**src/rtl/core/tcw_pkg.sv**
```systemverilog
`timescale 1ns / 1ps

package tcw_pkg;

   // screen geometry
   localparam int COLUMNS = 80;
   localparam int ROWS    = 25;
   localparam int CELLS   = COLUMNS * ROWS;

   // fixed field widths
   localparam int OPC_W  = 1;
   localparam int CHAR_W = 8;
   localparam int IDX_W  = 11;
   localparam int POS_W  = 11;
   localparam int ATTR_W = 8;

   // derived widths
   localparam int COL_W  = $clog2(COLUMNS);
   localparam int ROW_W  = (ROWS > 1) ? $clog2(ROWS) : 1;
   localparam int FILL_W = $clog2(COLUMNS + 1);
   localparam int LIN_W  = $clog2(CELLS);
   localparam int MEM_DEPTH = ROWS * (2 ** COL_W);

   // reciprocal for cell number / COLUMNS: estimate is exact or one low
   localparam int RECIP_SHIFT = IDX_W + COL_W;
   localparam int RECIP_W     = IDX_W + 1;
   localparam int RECIP       = (2 ** RECIP_SHIFT) / COLUMNS;
   localparam int PROD_W      = IDX_W + RECIP_W;

   localparam logic [OPC_W-1:0]  OP_WRITE     = 1'b0;
   localparam logic [OPC_W-1:0]  OP_READ      = 1'b1;
   localparam logic [CHAR_W-1:0] NEWLINE_CODE = 8'd10;
   localparam logic [CHAR_W-1:0] BLANK_CHAR   = 8'd0;
   localparam logic [ATTR_W-1:0] BLANK_ATTR   = 8'd7;

   typedef struct packed {
      logic capture;
      logic write_exec;
      logic div;
      logic fix;
      logic map;
      logic mem_read;
      logic read_out;
   } tcw_cmd_type;

endpackage

```
**src/rtl/core/tcw_ctrl.sv**
```systemverilog
`timescale 1ns / 1ps

module tcw_ctrl (
   input  logic                        clock,
   input  logic                        reset,
   input  logic                        start,
   input  logic [tcw_pkg::OPC_W-1:0]   req_opcode,
   output logic                        busy,
   output logic                        rsp_strobe,
   output tcw_pkg::tcw_cmd_type        cmd
);
   import tcw_pkg::*;

   typedef enum logic [2:0] {
      ST_IDLE,
      ST_WRITE,
      ST_DIV,
      ST_FIX,
      ST_MAP,
      ST_READ,
      ST_OUT
   } state_type;

   state_type state_ff, state_in;
   logic      busy_ff, busy_in;
   logic      strobe_ff, strobe_in;

   always_comb begin
      state_in = state_ff;
      case (state_ff)
         ST_IDLE: begin
            if (start) begin
               state_in = (req_opcode == OP_READ) ? ST_DIV : ST_WRITE;
            end
         end
         ST_WRITE: state_in = ST_IDLE;
         ST_DIV:   state_in = ST_FIX;
         ST_FIX:   state_in = ST_MAP;
         ST_MAP:   state_in = ST_READ;
         ST_READ:  state_in = ST_OUT;
         ST_OUT:   state_in = ST_IDLE;
         default:  state_in = ST_IDLE;
      endcase
      busy_in   = (state_in != ST_IDLE);
      strobe_in = (state_ff == ST_WRITE) || (state_ff == ST_OUT);
   end

   always_ff @(posedge clock) begin
      if (reset) begin
         state_ff  <= ST_IDLE;
         busy_ff   <= 1'b0;
         strobe_ff <= 1'b0;
      end else begin
         state_ff  <= state_in;
         busy_ff   <= busy_in;
         strobe_ff <= strobe_in;
      end
   end

   always_comb begin
      cmd.capture    = (state_ff == ST_IDLE) && start;
      cmd.write_exec = (state_ff == ST_WRITE);
      cmd.div        = (state_ff == ST_DIV);
      cmd.fix        = (state_ff == ST_FIX);
      cmd.map        = (state_ff == ST_MAP);
      cmd.mem_read   = (state_ff == ST_READ);
      cmd.read_out   = (state_ff == ST_OUT);
   end

   assign busy       = busy_ff;
   assign rsp_strobe = strobe_ff;

endmodule

```
**config.mk**
```make
export PLATFORM = sky130hd
export DESIGN_NAME = tcw_ctrl
export DESIGN_NICKNAME = d
export VERILOG_FILES = /design/src/rtl/core/tcw_pkg.sv /design/src/rtl/core/tcw_ctrl.sv
export SDC_FILE = /design/constraint.sdc
export NUM_CORES = 1
export LEC_CHECK = 0
export ABC_AREA = 1
export ABC_CLOCK_PERIOD_IN_PS = 2280
export BUFFER_PORTS_ARGS = -buffer_cell sky130_fd_sc_hd__buf_2
export CAP_MARGIN = 20
export CORE_AREA = 2 2 39 41
export DETAILED_ROUTE_END_ITERATION = 16
export DIE_AREA = 0 0 41 43
export PLACE_DENSITY = 0.49
export SLEW_MARGIN = 20
export SYNTH_ARGS = -nofsm -noshare
export SYNTH_HDL_FRONTEND = slang
export SYNTH_SLANG_ARGS = --single-unit
```
**constraint.sdc**
```tcl
create_clock -name clock -period 2.28 [get_ports clock]
set_input_delay 0.228 -clock clock [delete_from_list [all_inputs] [get_ports clock]]
set_output_delay 0.228 -clock clock [all_outputs]
set_load 0.03 [all_outputs]
```
==> results.md, run 1 <==
* Commonest non-fill, non-tap cell in the layout: buf_2
* First-pass GRT wire length at around 870 microns
* Total gr overflow at 0
* Synthesis-to-layout area growth at 41.5%
* Total Routed Length at 566 microns
* Setup TNS at 0 ns
* Die Width at about 40 microns
* Setup violators final at 0
* Max Fanout on Critical Path at 7
* Highest-count cells in the layout ignoring fill and taps: buf_2 (12), nand2_1 (11), inv_1 (7)
* Hold crit path type: input port to register
* Wirelength per Cell at ~8 microns
* Cts repair resizes at 0
* Pre-antenna DRT Iters at 4
* Outcome: complete, no violations
* Yosys top cell area share at just under 40%
* Vias in the first global route at between 200 and 250
* Root Driver: clkbuf_4
* Slew Limit Headroom at 83.1%
* CP required at approximately 2.1 ns
* R2R cell count at 7
* Ports at 13
* Setup Skew at ~0.00022 ns
* Filler cells at 159
* Post-Place Cells at 68
* Die ar. at between 1500 and 2000 sq um
* Clock latency on the worst-skew pair at 0.24 ns
* Number of synthesized register bits at 5
* Min Tclk post-route at roughly 1.4 ns
* Initial DRC count at 7
* Share of cells above drive strength 1 at a little over a third
* Setup CP Type: register to output pin
* Via/cell ratio at around 4
* DRC viols at 0
* Fmax at 696 MHz
* Overall Global Routing Usage at 8.06%
* Routed Antenna Nets at 0
* Leakage at about 0.23 nW
* Worst Path Arrival at 1.21 ns
* Syn_nets at 44
* Crit path capture type: output pin
* Nets at just over 60
* CTS tree: yes
* Initial antenna violation count at 0
* PD cells at approximately 750 nW/um^2
* Post-CTS setup buffers at 0
* Avg Inst Size Synth at around 6.4 sq um
* Syn Std Cell Area at about 260 sq um
* Port Buffers at 12
* Final non-filler cell total at between 70 and 80
* Cell taking the most area after synthesis: dfxtp_1
* Cell Rows at 14
* Sequential area share after synthesis at roughly 39%
* RSZ-0062 raised after global routing: false
* Hold depth at 2
* Main area contributors after synthesis: dfxtp_1 (39%), nand2_1 (16%), inv_1 (10%)
* CTS H-tree depth at 1
* Initial core utilization at a little under a fifth
* Maxcap violations at 0
* CTS Sinks at 5
* Peak supply drop at 0.000159 V
* Endpoints failing hold at 0
* Critical Path Start Type: register
* GP Congestion at 0.702
* Cts hold-fix bufs at 0
* CTS Buf Count at 3
* Post-synth cell types at 13
* Period utilization at ~63%
* Largest net degree at the start of global routing at 8
* Worst-path clk slew at roughly 0.040 ns
* Post-synthesis cell count at 40
* Post-DP HPWL at approximately 470 microns
* CTS max path bufs at 2
* Chip Height at approximately 43 microns
* Fin. max-slew vios at 0
* Core area at between 1000 and 1500 sq um
* Ant. Diodes at 0
* Synth Warn # at 0
* Vias at about 280
* Worst-Margin Slew at 0.253 ns
[sequential cells by signal, indices dropped and copies added (netlist names)]
| signal | flops |
|---|---|
| busy | 1 |
| state_ff | 3 |
| rsp_strobe | 1 |
[cells by family after synthesis]
family	synth area share, %
compound gates	5.85
buf+inv	11.7
flops	39.0
simple gates	43.4
[worst paths after layout]
check | to | from | slack [ns]
max | cmd[1] | state_ff[2]$_SDFF_PP0_ | 0.84
min | rsp_strobe$_SDFF_PP0_ | reset | 0.20
max reg2reg | busy$_SDFF_PP0_ | state_ff[0]$_SDFF_PP0_ | 1.26
min reg2reg | rsp_strobe$_SDFF_PP0_ | state_ff[2]$_SDFF_PP0_ | 0.58
[cells in the mapped netlist (all sizes together)]
cell / instances
inv: 8
nand4: 1
nand2: 11
a21oi: 2
nand3: 3
dfxtp: 5
o21ai: 1
nor2: 7
and3: 1
nor3: 1
[final cells by class]
class / instances / area (sq um) / area share [%]
flip-flops and latches: 5 / 100 / 27.6
clock buffers: 4 / 26.3 / 7.24
inverters: 8 / 30.0 / 8.28
well taps: 16 / 20.0 / 5.52
repair buffers: 12 / 60.1 / 16.6
multi-input cells: 27 / 126 / 34.8
[per-layer routing]
layer  GRT usage, %  vias to the layer above  part of all wire [%]
li1               -                      154                     -
met1           8.12                      123                    44
met2           10.6                        6                    52
met3           3.14                        0                   4.6
met4           10.0                        0                     0
met5              0                        -                     0
[worst max-delay path, cell delays in order, from the launching register on]
cell	delay [ns]
dfxtp_1	0.41
inv_2	0.10
nor2_2	0.10
nand2_1	0.10
inv_1	0.07
buf_2	0.19
[metrics by stage]
step	setup slack (ns)	hold slack, ns	area (sq um)	utilization (%)	power (mW)
2_1_floorplan	0.924	0.297	256	-	0.154
5_1_grt	0.735	0.194	363	26.2	0.294
6_report	0.843	0.195	363	26.2	0.272
4_1_cts	0.843	0.194	363	26.2	0.276
3_3_place_gp	1.10	0.441	337	24.3	0.173
3_5_place_dp	1.11	0.443	337	24.3	0.173
[where the power goes]
group | switching (mW) | internal [mW]
Sequential | 0.00794 | 0.0961
Combinational | 0.0449 | 0.0216
Clock | 0.0348 | 0.0661
Total | 0.0877 | 0.184
No activity file was read; power rests on OpenSTA's default activity.
==> run 2: changes to the inputs <==
--- a/config.mk
+++ b/config.mk
@@ -5,14 +5,14 @@
 export SDC_FILE = /design/constraint.sdc
 export NUM_CORES = 1
 export LEC_CHECK = 0
-export ABC_AREA = 1
-export ABC_CLOCK_PERIOD_IN_PS = 2280
+export ABC_AREA = 0
+export ABC_CLOCK_PERIOD_IN_PS = 1400
 export BUFFER_PORTS_ARGS = -buffer_cell sky130_fd_sc_hd__buf_2
 export CAP_MARGIN = 20
 export CORE_AREA = 2 2 39 41
 export DETAILED_ROUTE_END_ITERATION = 16
 export DIE_AREA = 0 0 41 43
-export PLACE_DENSITY = 0.49
+export PLACE_DENSITY = 0.5
 export SLEW_MARGIN = 20
 export SYNTH_ARGS = -nofsm -noshare
 export SYNTH_HDL_FRONTEND = slang
==> constraint.sdc (replaced) <==
create_clock -name clock -period 1.4 [get_ports clock]
set_input_delay 0.14 -clock clock [delete_from_list [all_inputs] [get_ports clock]]
set_output_delay 0.14 -clock clock [all_outputs]
set_load 0.03 [all_outputs]
==> run 2 against run 1 <==
Against the previous run:
- non-clock buffer count increased by 2
- register-to-register slack got worse by 0.87 ns
- count of clock-buffer cells in the layout unchanged
- worst hold slack got worse by 0.068 ns
- clock skew increased by 0.0037 ns
- combinational power increased by 47%
- via count decreased by 11%
- final cell count decreased by 14%
- first-iteration DRC count increased by 14%
- sequential share of layout area increased by 0.081 points
- critical endpoint is now cmd[5]
==> results.md, run 2 <==
* Fmax at 752 MHz
* Number of synthesized register bits at 5
* GP Congestion at approximately 0.64
* Initial core utilization at 18.6%
* Crit path capture type: output pin
* Setup Skew at slightly below 0.004 ns
* Sequential share of power at a little under two fifths
* Total gr overflow at 0
* Sequential area share after synthesis at about two fifths
* Chip Height at 43 microns
* Worst-Margin Slew at a little over 0.2 ns
* WP buf/inv at 2
* Post-DP HPWL at ~420 microns
* Clock latency on the worst-skew pair at 0.24 ns
* Avg Inst Size Synth at approximately 8.6 sq um
* Vias at 251
* Ports at 13
* Peak supply drop at 0.000315 V
* Vias in the first global route at 225
* Cell taking the most area after synthesis: dfxtp_1
* Combinational fraction of design power at 23.5%
* Share of cells above drive strength 1 at a little under half
* Post-synth EDFFs at 0
* Wirelength per Cell at 9.11 microns
* Main area contributors after synthesis: dfxtp_1 (39%), nand2b_1 (7.3%), a21oi_1 (5.8%)
* Hold crit path type: input port to register
* Hold Crit Start: reset
* Fin. max-slew vios at 0
* Initial antenna violation count at 0
* NetSw at around 120 uW
* Via/cell ratio at between 4 and 5
* Synth Warn # at 0
* CP max-delay cell: or3b_4
* Worst-path clk slew at ~0.04 ns
* CTS max path bufs at 2
* CTS Buf Count at 3
* Setup CP Type: register to output pin
* Sw frac at 28.6%
* Port Buffers at 12
* Commonest cells in the synthesized netlist: dfxtp_1 (5), inv_1 (4), a21oi_1 (3), nand2b_1 (3)
* Root Driver: clkbuf_4
* Fraction of registers with async set/reset at 0%
* Highest-count cells in the layout ignoring fill and taps: buf_2 (11), inv_1 (4), dfxtp_1 (4)
* Min Tclk post-route at ~1.3 ns
* Max reg flops at 3
* Clk pwr share at between 30 and 40%
* First-pass GRT wire length at roughly 920 microns
* Largest net degree at the start of global routing at 11
* Main synth FF type: dfxtp_1
* Syn Std Cell Area at 258 sq um
* CTS tree: yes
* Fin area at around 380 sq um
* CP required at approximately 1.3 ns
* Critical Path Start Type: register
* Post-synthesis cell count at 30
* Routed Antenna Nets at 0
* Period utilization at a little over nine tenths
* Overall Global Routing Usage at under 10%
* Nets at 51
* Maxcap violations at 0
* PD cells at 1110 nW/um^2
* Yosys top cell area share at between 30 and 40%
* CTS Sinks at 5
* Initial DRC count at 8
* Cts hold-fix bufs at 0
* Slew Limit Headroom at around 86%
* DP Area at ~340 sq um
* Pint at 299 uW
* Critical Path, Cell by Cell: or3b_4 -> inv_1 -> buf_6
* Max Fanout on Critical Path at 10
* Leakage at slightly above 0.2 nW
* Endpoints failing hold at 0
* Setup TNS at 0 ns
* Ant. Diodes at 0
* CP Launch Point: state_ff[2]$_SDFF_PP0_
* Syn_nets at 34
* Post-synth cell types at 17
* RSZ-0062 raised after global routing: false
* Pre-antenna DRT Iters at 3
* Synthesis-to-layout area growth at 45.6%
* DRC viols at 0
* Die Width at just over 40 microns
* Largest delay share family, worst path: simple AND/OR/NAND/NOR gates
* Setup violators final at 0
* CTS H-tree depth at 1
* Total Routed Length at 565 microns
* Reg-to-reg critical path startpoint: state_ff[0]$_SDFF_PP0_
* Slowest stage delay, CP at 0.38 ns
* Outcome: complete, no violations
* Die ar. at 1760 sq um
* Core area at 1380 sq um
* Worst Path Arrival at roughly 1.2 ns
* Cell Rows at 14
* Most frequent cell after synthesis: dfxtp_1
* Biggest register: state_ff
* Commonest non-fill, non-tap cell in the layout: buf_2
[run 2: area by class of cell]
cell class                      count  area, sq um
Fill cell                         159         1010
Multi-Input combinational cell     19          129
Sequential cell                     5          104
Timing Repair Buffer               14         81.3
Clock buffer                        4         26.3
Tap cell                           16         20.0
Inverter                            4         15.0
[run 2: power groups by stage]
stage               combinational (mW)  sequential (mW)  clock, mW
global placement                0.0928            0.161          0
floorplan                       0.0562            0.170          0
finish                          0.0982            0.157      0.163
global route                     0.105            0.157      0.189
CTS                             0.0970            0.158      0.172
detailed placement              0.0929            0.160          0
[run 2: final timing paths]
check        slack (ns)  depth (start not counted)                      to
min reg2reg        0.55                          2   rsp_strobe$_SDFF_PP0_
min                0.13                          2  state_ff[2]$_SDFF_PP0_
max                0.07                          3                  cmd[5]
max reg2reg        0.39                          3  state_ff[1]$_SDFF_PP0_
[run 2: cells by family after synthesis]
logic type	count (synthesis)	synth area share, %
AOI/OAI and AO/OA	7	18.4
buffers and inverters	6	12.1
DFF	5	38.8
and+or+nand+nor	12	30.6
[run 2: stage by stage]
| step | instances | worst slack, ns | hold slack, ns | power, mW | utilization [%] |
|---|---|---|---|---|---|
| 6_report | 62 | 0.0700 | 0.127 | 0.418 | 27.1 |
| 2_1_floorplan | 30 | 0.0983 | 0.202 | 0.226 | - |
| 5_1_grt | 62 | 0.0111 | 0.120 | 0.451 | 27.1 |
| 4_1_cts | 62 | 0.00912 | 0.120 | 0.427 | 26.6 |
| 3_5_place_dp | 58 | 0.231 | 0.374 | 0.253 | 24.3 |
| 3_3_place_gp | 58 | 0.254 | 0.369 | 0.254 | 24.3 |
[run 2: what timing repair did]
item | in CTS | in global routing
cloned | 0 | 0
setup buffers | 0 | 0
setup endpoints to repair | 1 | 1
resized for setup | 2 | 3
[run 2: routing by layer]
metal  GRT usage [%]  wire length (microns)  vias up
met5               0                      0        -
met3            3.14                     41        2
met4            12.0                     14        0
met1            9.35                    278      104
li1                -                      -      134
met2            10.0                    230       11
==> run 3: changes to the inputs <==
--- a/config.mk
+++ b/config.mk
@@ -9,10 +9,12 @@
 export ABC_CLOCK_PERIOD_IN_PS = 1400
 export BUFFER_PORTS_ARGS = -buffer_cell sky130_fd_sc_hd__buf_2
 export CAP_MARGIN = 20
+export CELL_PAD_IN_SITES_DETAIL_PLACEMENT = 0
+export CELL_PAD_IN_SITES_GLOBAL_PLACEMENT = 1
 export CORE_AREA = 2 2 39 41
 export DETAILED_ROUTE_END_ITERATION = 16
 export DIE_AREA = 0 0 41 43
-export PLACE_DENSITY = 0.5
+export PLACE_DENSITY = 0.62
 export SLEW_MARGIN = 20
 export SYNTH_ARGS = -nofsm -noshare
 export SYNTH_HDL_FRONTEND = slang
==> run 3 against run 2 <==
Against the previous run:
- fmax down 0.38%
- sequential cell count unchanged
- sequential power about the same
- die area unchanged
- critical path type unchanged
- via count down 0.40%
- highest routed layer unchanged
- worst setup slack worse by 0.0050 ns
- largest cell class unchanged
- first-iteration DRC count down 75%
- cell area up 0.33%
==> results.md, run 3 (synthesized netlist as in run 2, its figures left out) <==
* Setup CP Type: register to output pin
* Total gr overflow at 0
* PD cells at 1140 nW/um^2
* Setup TNS at 0 ns
* Critical Path, Cell by Cell: or3b_4 -> inv_1 -> buf_4
* GP Congestion at between 0.6 and 0.7
* Initial antenna violation count at 0
* Share of cells above drive strength 1 at between 40% and 50%
* Final Power at 429 uW
* Worst-path clk slew at roughly 0.050 ns
* Max Fanout on Critical Path at 10
* CTS max path bufs at 2
* Nets at just over 50
* DRC viols at 0
* Combinational fraction of design power at roughly a quarter
* Ant. Diodes at 0
* Initial DRC count at 2
* Pre-antenna DRT Iters at 3
* Endpoints failing hold at 0
* Metal2 WL at 214 microns
* Clk pwr share at about two fifths
* Highest routed metal layer: met4
* Period utilization at a little over nine tenths
* Leakage at 0.210 nW
* Routed Antenna Nets at 0
* Fin. max-slew vios at 0
* Sequential share of power at between 30 and 40%
* CP required at around 1.3 ns
* NetSw at 128 uW
* Critical Path Start Type: register
* Biggest register: state_ff
* Crit path capture type: output pin
* Largest net degree at the start of global routing at 11
* Via/cell ratio at approximately 4.0
* Max reg flops at 3
* Peak supply drop at around 0.00036 V
* Highest-count cells in the layout ignoring fill and taps: buf_2 (10), inv_1 (4), dfxtp_1 (4), buf_4 (4)
* Total Routed Length at 594 microns
* Initial core utilization at 18.6%
* CTS tree: yes
* Root Driver: clkbuf_4
* CP max-delay cell: or3b_4
* CTS Sinks at 5
* Setup Skew at between 0.004 and 0.005 ns
* Synthesis-to-layout area growth at 46.1%
* Port Buffers at 12
* Die Width at 41 microns
* Worst-Margin Slew at approximately 0.19 ns
* Sw frac at 29.8%
* Cell Rows at 14
* Fmax at 749 MHz
* Pint at between 300 and 400 uW
* RSZ-0062 raised after global routing: false
* Clock latency on the worst-skew pair at 0.24 ns
* First-pass GRT wire length at around 940 microns
* Cts hold-fix bufs at 0
* Min Tclk post-route at around 1.3 ns
* Hold crit path type: input port to register
* Vias at between 200 and 300
* CTS H-tree depth at 1
* Ports at 13
* CTS Buf Count at 3
* Maxcap violations at 0
* Worst Path Arrival at roughly 1.2 ns
* Outcome: complete, no violations
* Overall Global Routing Usage at between 8 and 9%
* Core area at about 1400 sq um
* Vias in the first global route at roughly 230
* Wirelength per Cell at about 9.6 microns
* Post-DP HPWL at between 400 and 500 microns
* Commonest non-fill, non-tap cell in the layout: buf_2
* Chip Height at 43 microns
* Post-CTS setup buffers at 0
* Slowest stage delay, CP at around 0.39 ns
* Setup violators final at 0
* Wl on met1 at a little under 300 microns
* Die ar. at between 1500 and 2000 sq um
* Slew Limit Headroom at between 80 and 90%
* Metal3 WL at 78 microns
-- run 3: cell counts in the layout (fill, tap and decap cells not counted) --
Identical to the previous run, type by type.
-- run 3: repair_timing --
| item | CTS | global route |
|---|---|---|
| resized for setup | 2 | 4 |
| cloned | 0 | 0 |
| endpoints found under the setup margin | 1 | 2 |
-- run 3: layer usage --
metal | up-vias | track usage, %
met5 | - | 0
met4 | 0 | 10.0
met3 | 2 | 3.66
met2 | 11 | 8.75
met1 | 105 | 11.0
li1 | 132 | -
-- run 3: critical path: cells and delay by family (launching register included) --
family	cells	cell delay (ns)
simple gates	1	0.39
flops	1	0.36
buf+inv	2	0.21
-- run 3: layout make-up --
class	count	area [sq um]
fill	162	1010
multi-input combinational	19	134
sequential	5	101
timing repair buffer	14	80.1
clock buffer	4	26.3
tap	16	20.0
inverter	4	15.0
-- run 3: power groups by stage --
stage	Clock, mW	Sequential, mW	Combinational (mW)
5_1_grt	0.188	0.159	0.107
3_5_place_dp	0	0.160	0.0933
6_report	0.171	0.158	0.100
4_1_cts	0.179	0.158	0.0954
2_1_floorplan	0	0.170	0.0562
3_3_place_gp	0	0.161	0.0939
-- run 3: worst paths after layout --
kind,start,endpoint,slack (ns),depth (start not counted)
setup / recovery,state_ff[2]$_SDFF_PP0_,cmd[5],0.06,3
setup reg to reg,state_ff[0]$_SDFF_PP0_,state_ff[1]$_SDFF_PP0_,0.39,3
hold / removal,reset,rsp_strobe$_SDFF_PP0_,0.11,2
hold reg to reg,state_ff[1]$_SDFF_PP0_,rsp_strobe$_SDFF_PP0_,0.56,2
-- run 3: metrics by stage --
step	util, %	hold WS [ns]	std cells	setup WS [ns]	cell area (sq um)
3_3_place_gp	24.3	0.373	58	0.246	337
5_1_grt	27.2	0.120	62	0.0146	377
3_5_place_dp	24.3	0.371	58	0.244	337
4_1_cts	26.5	0.102	62	0.0240	367
6_report	27.2	0.108	62	0.0650	377
2_1_floorplan	-	0.202	30	0.0983	258
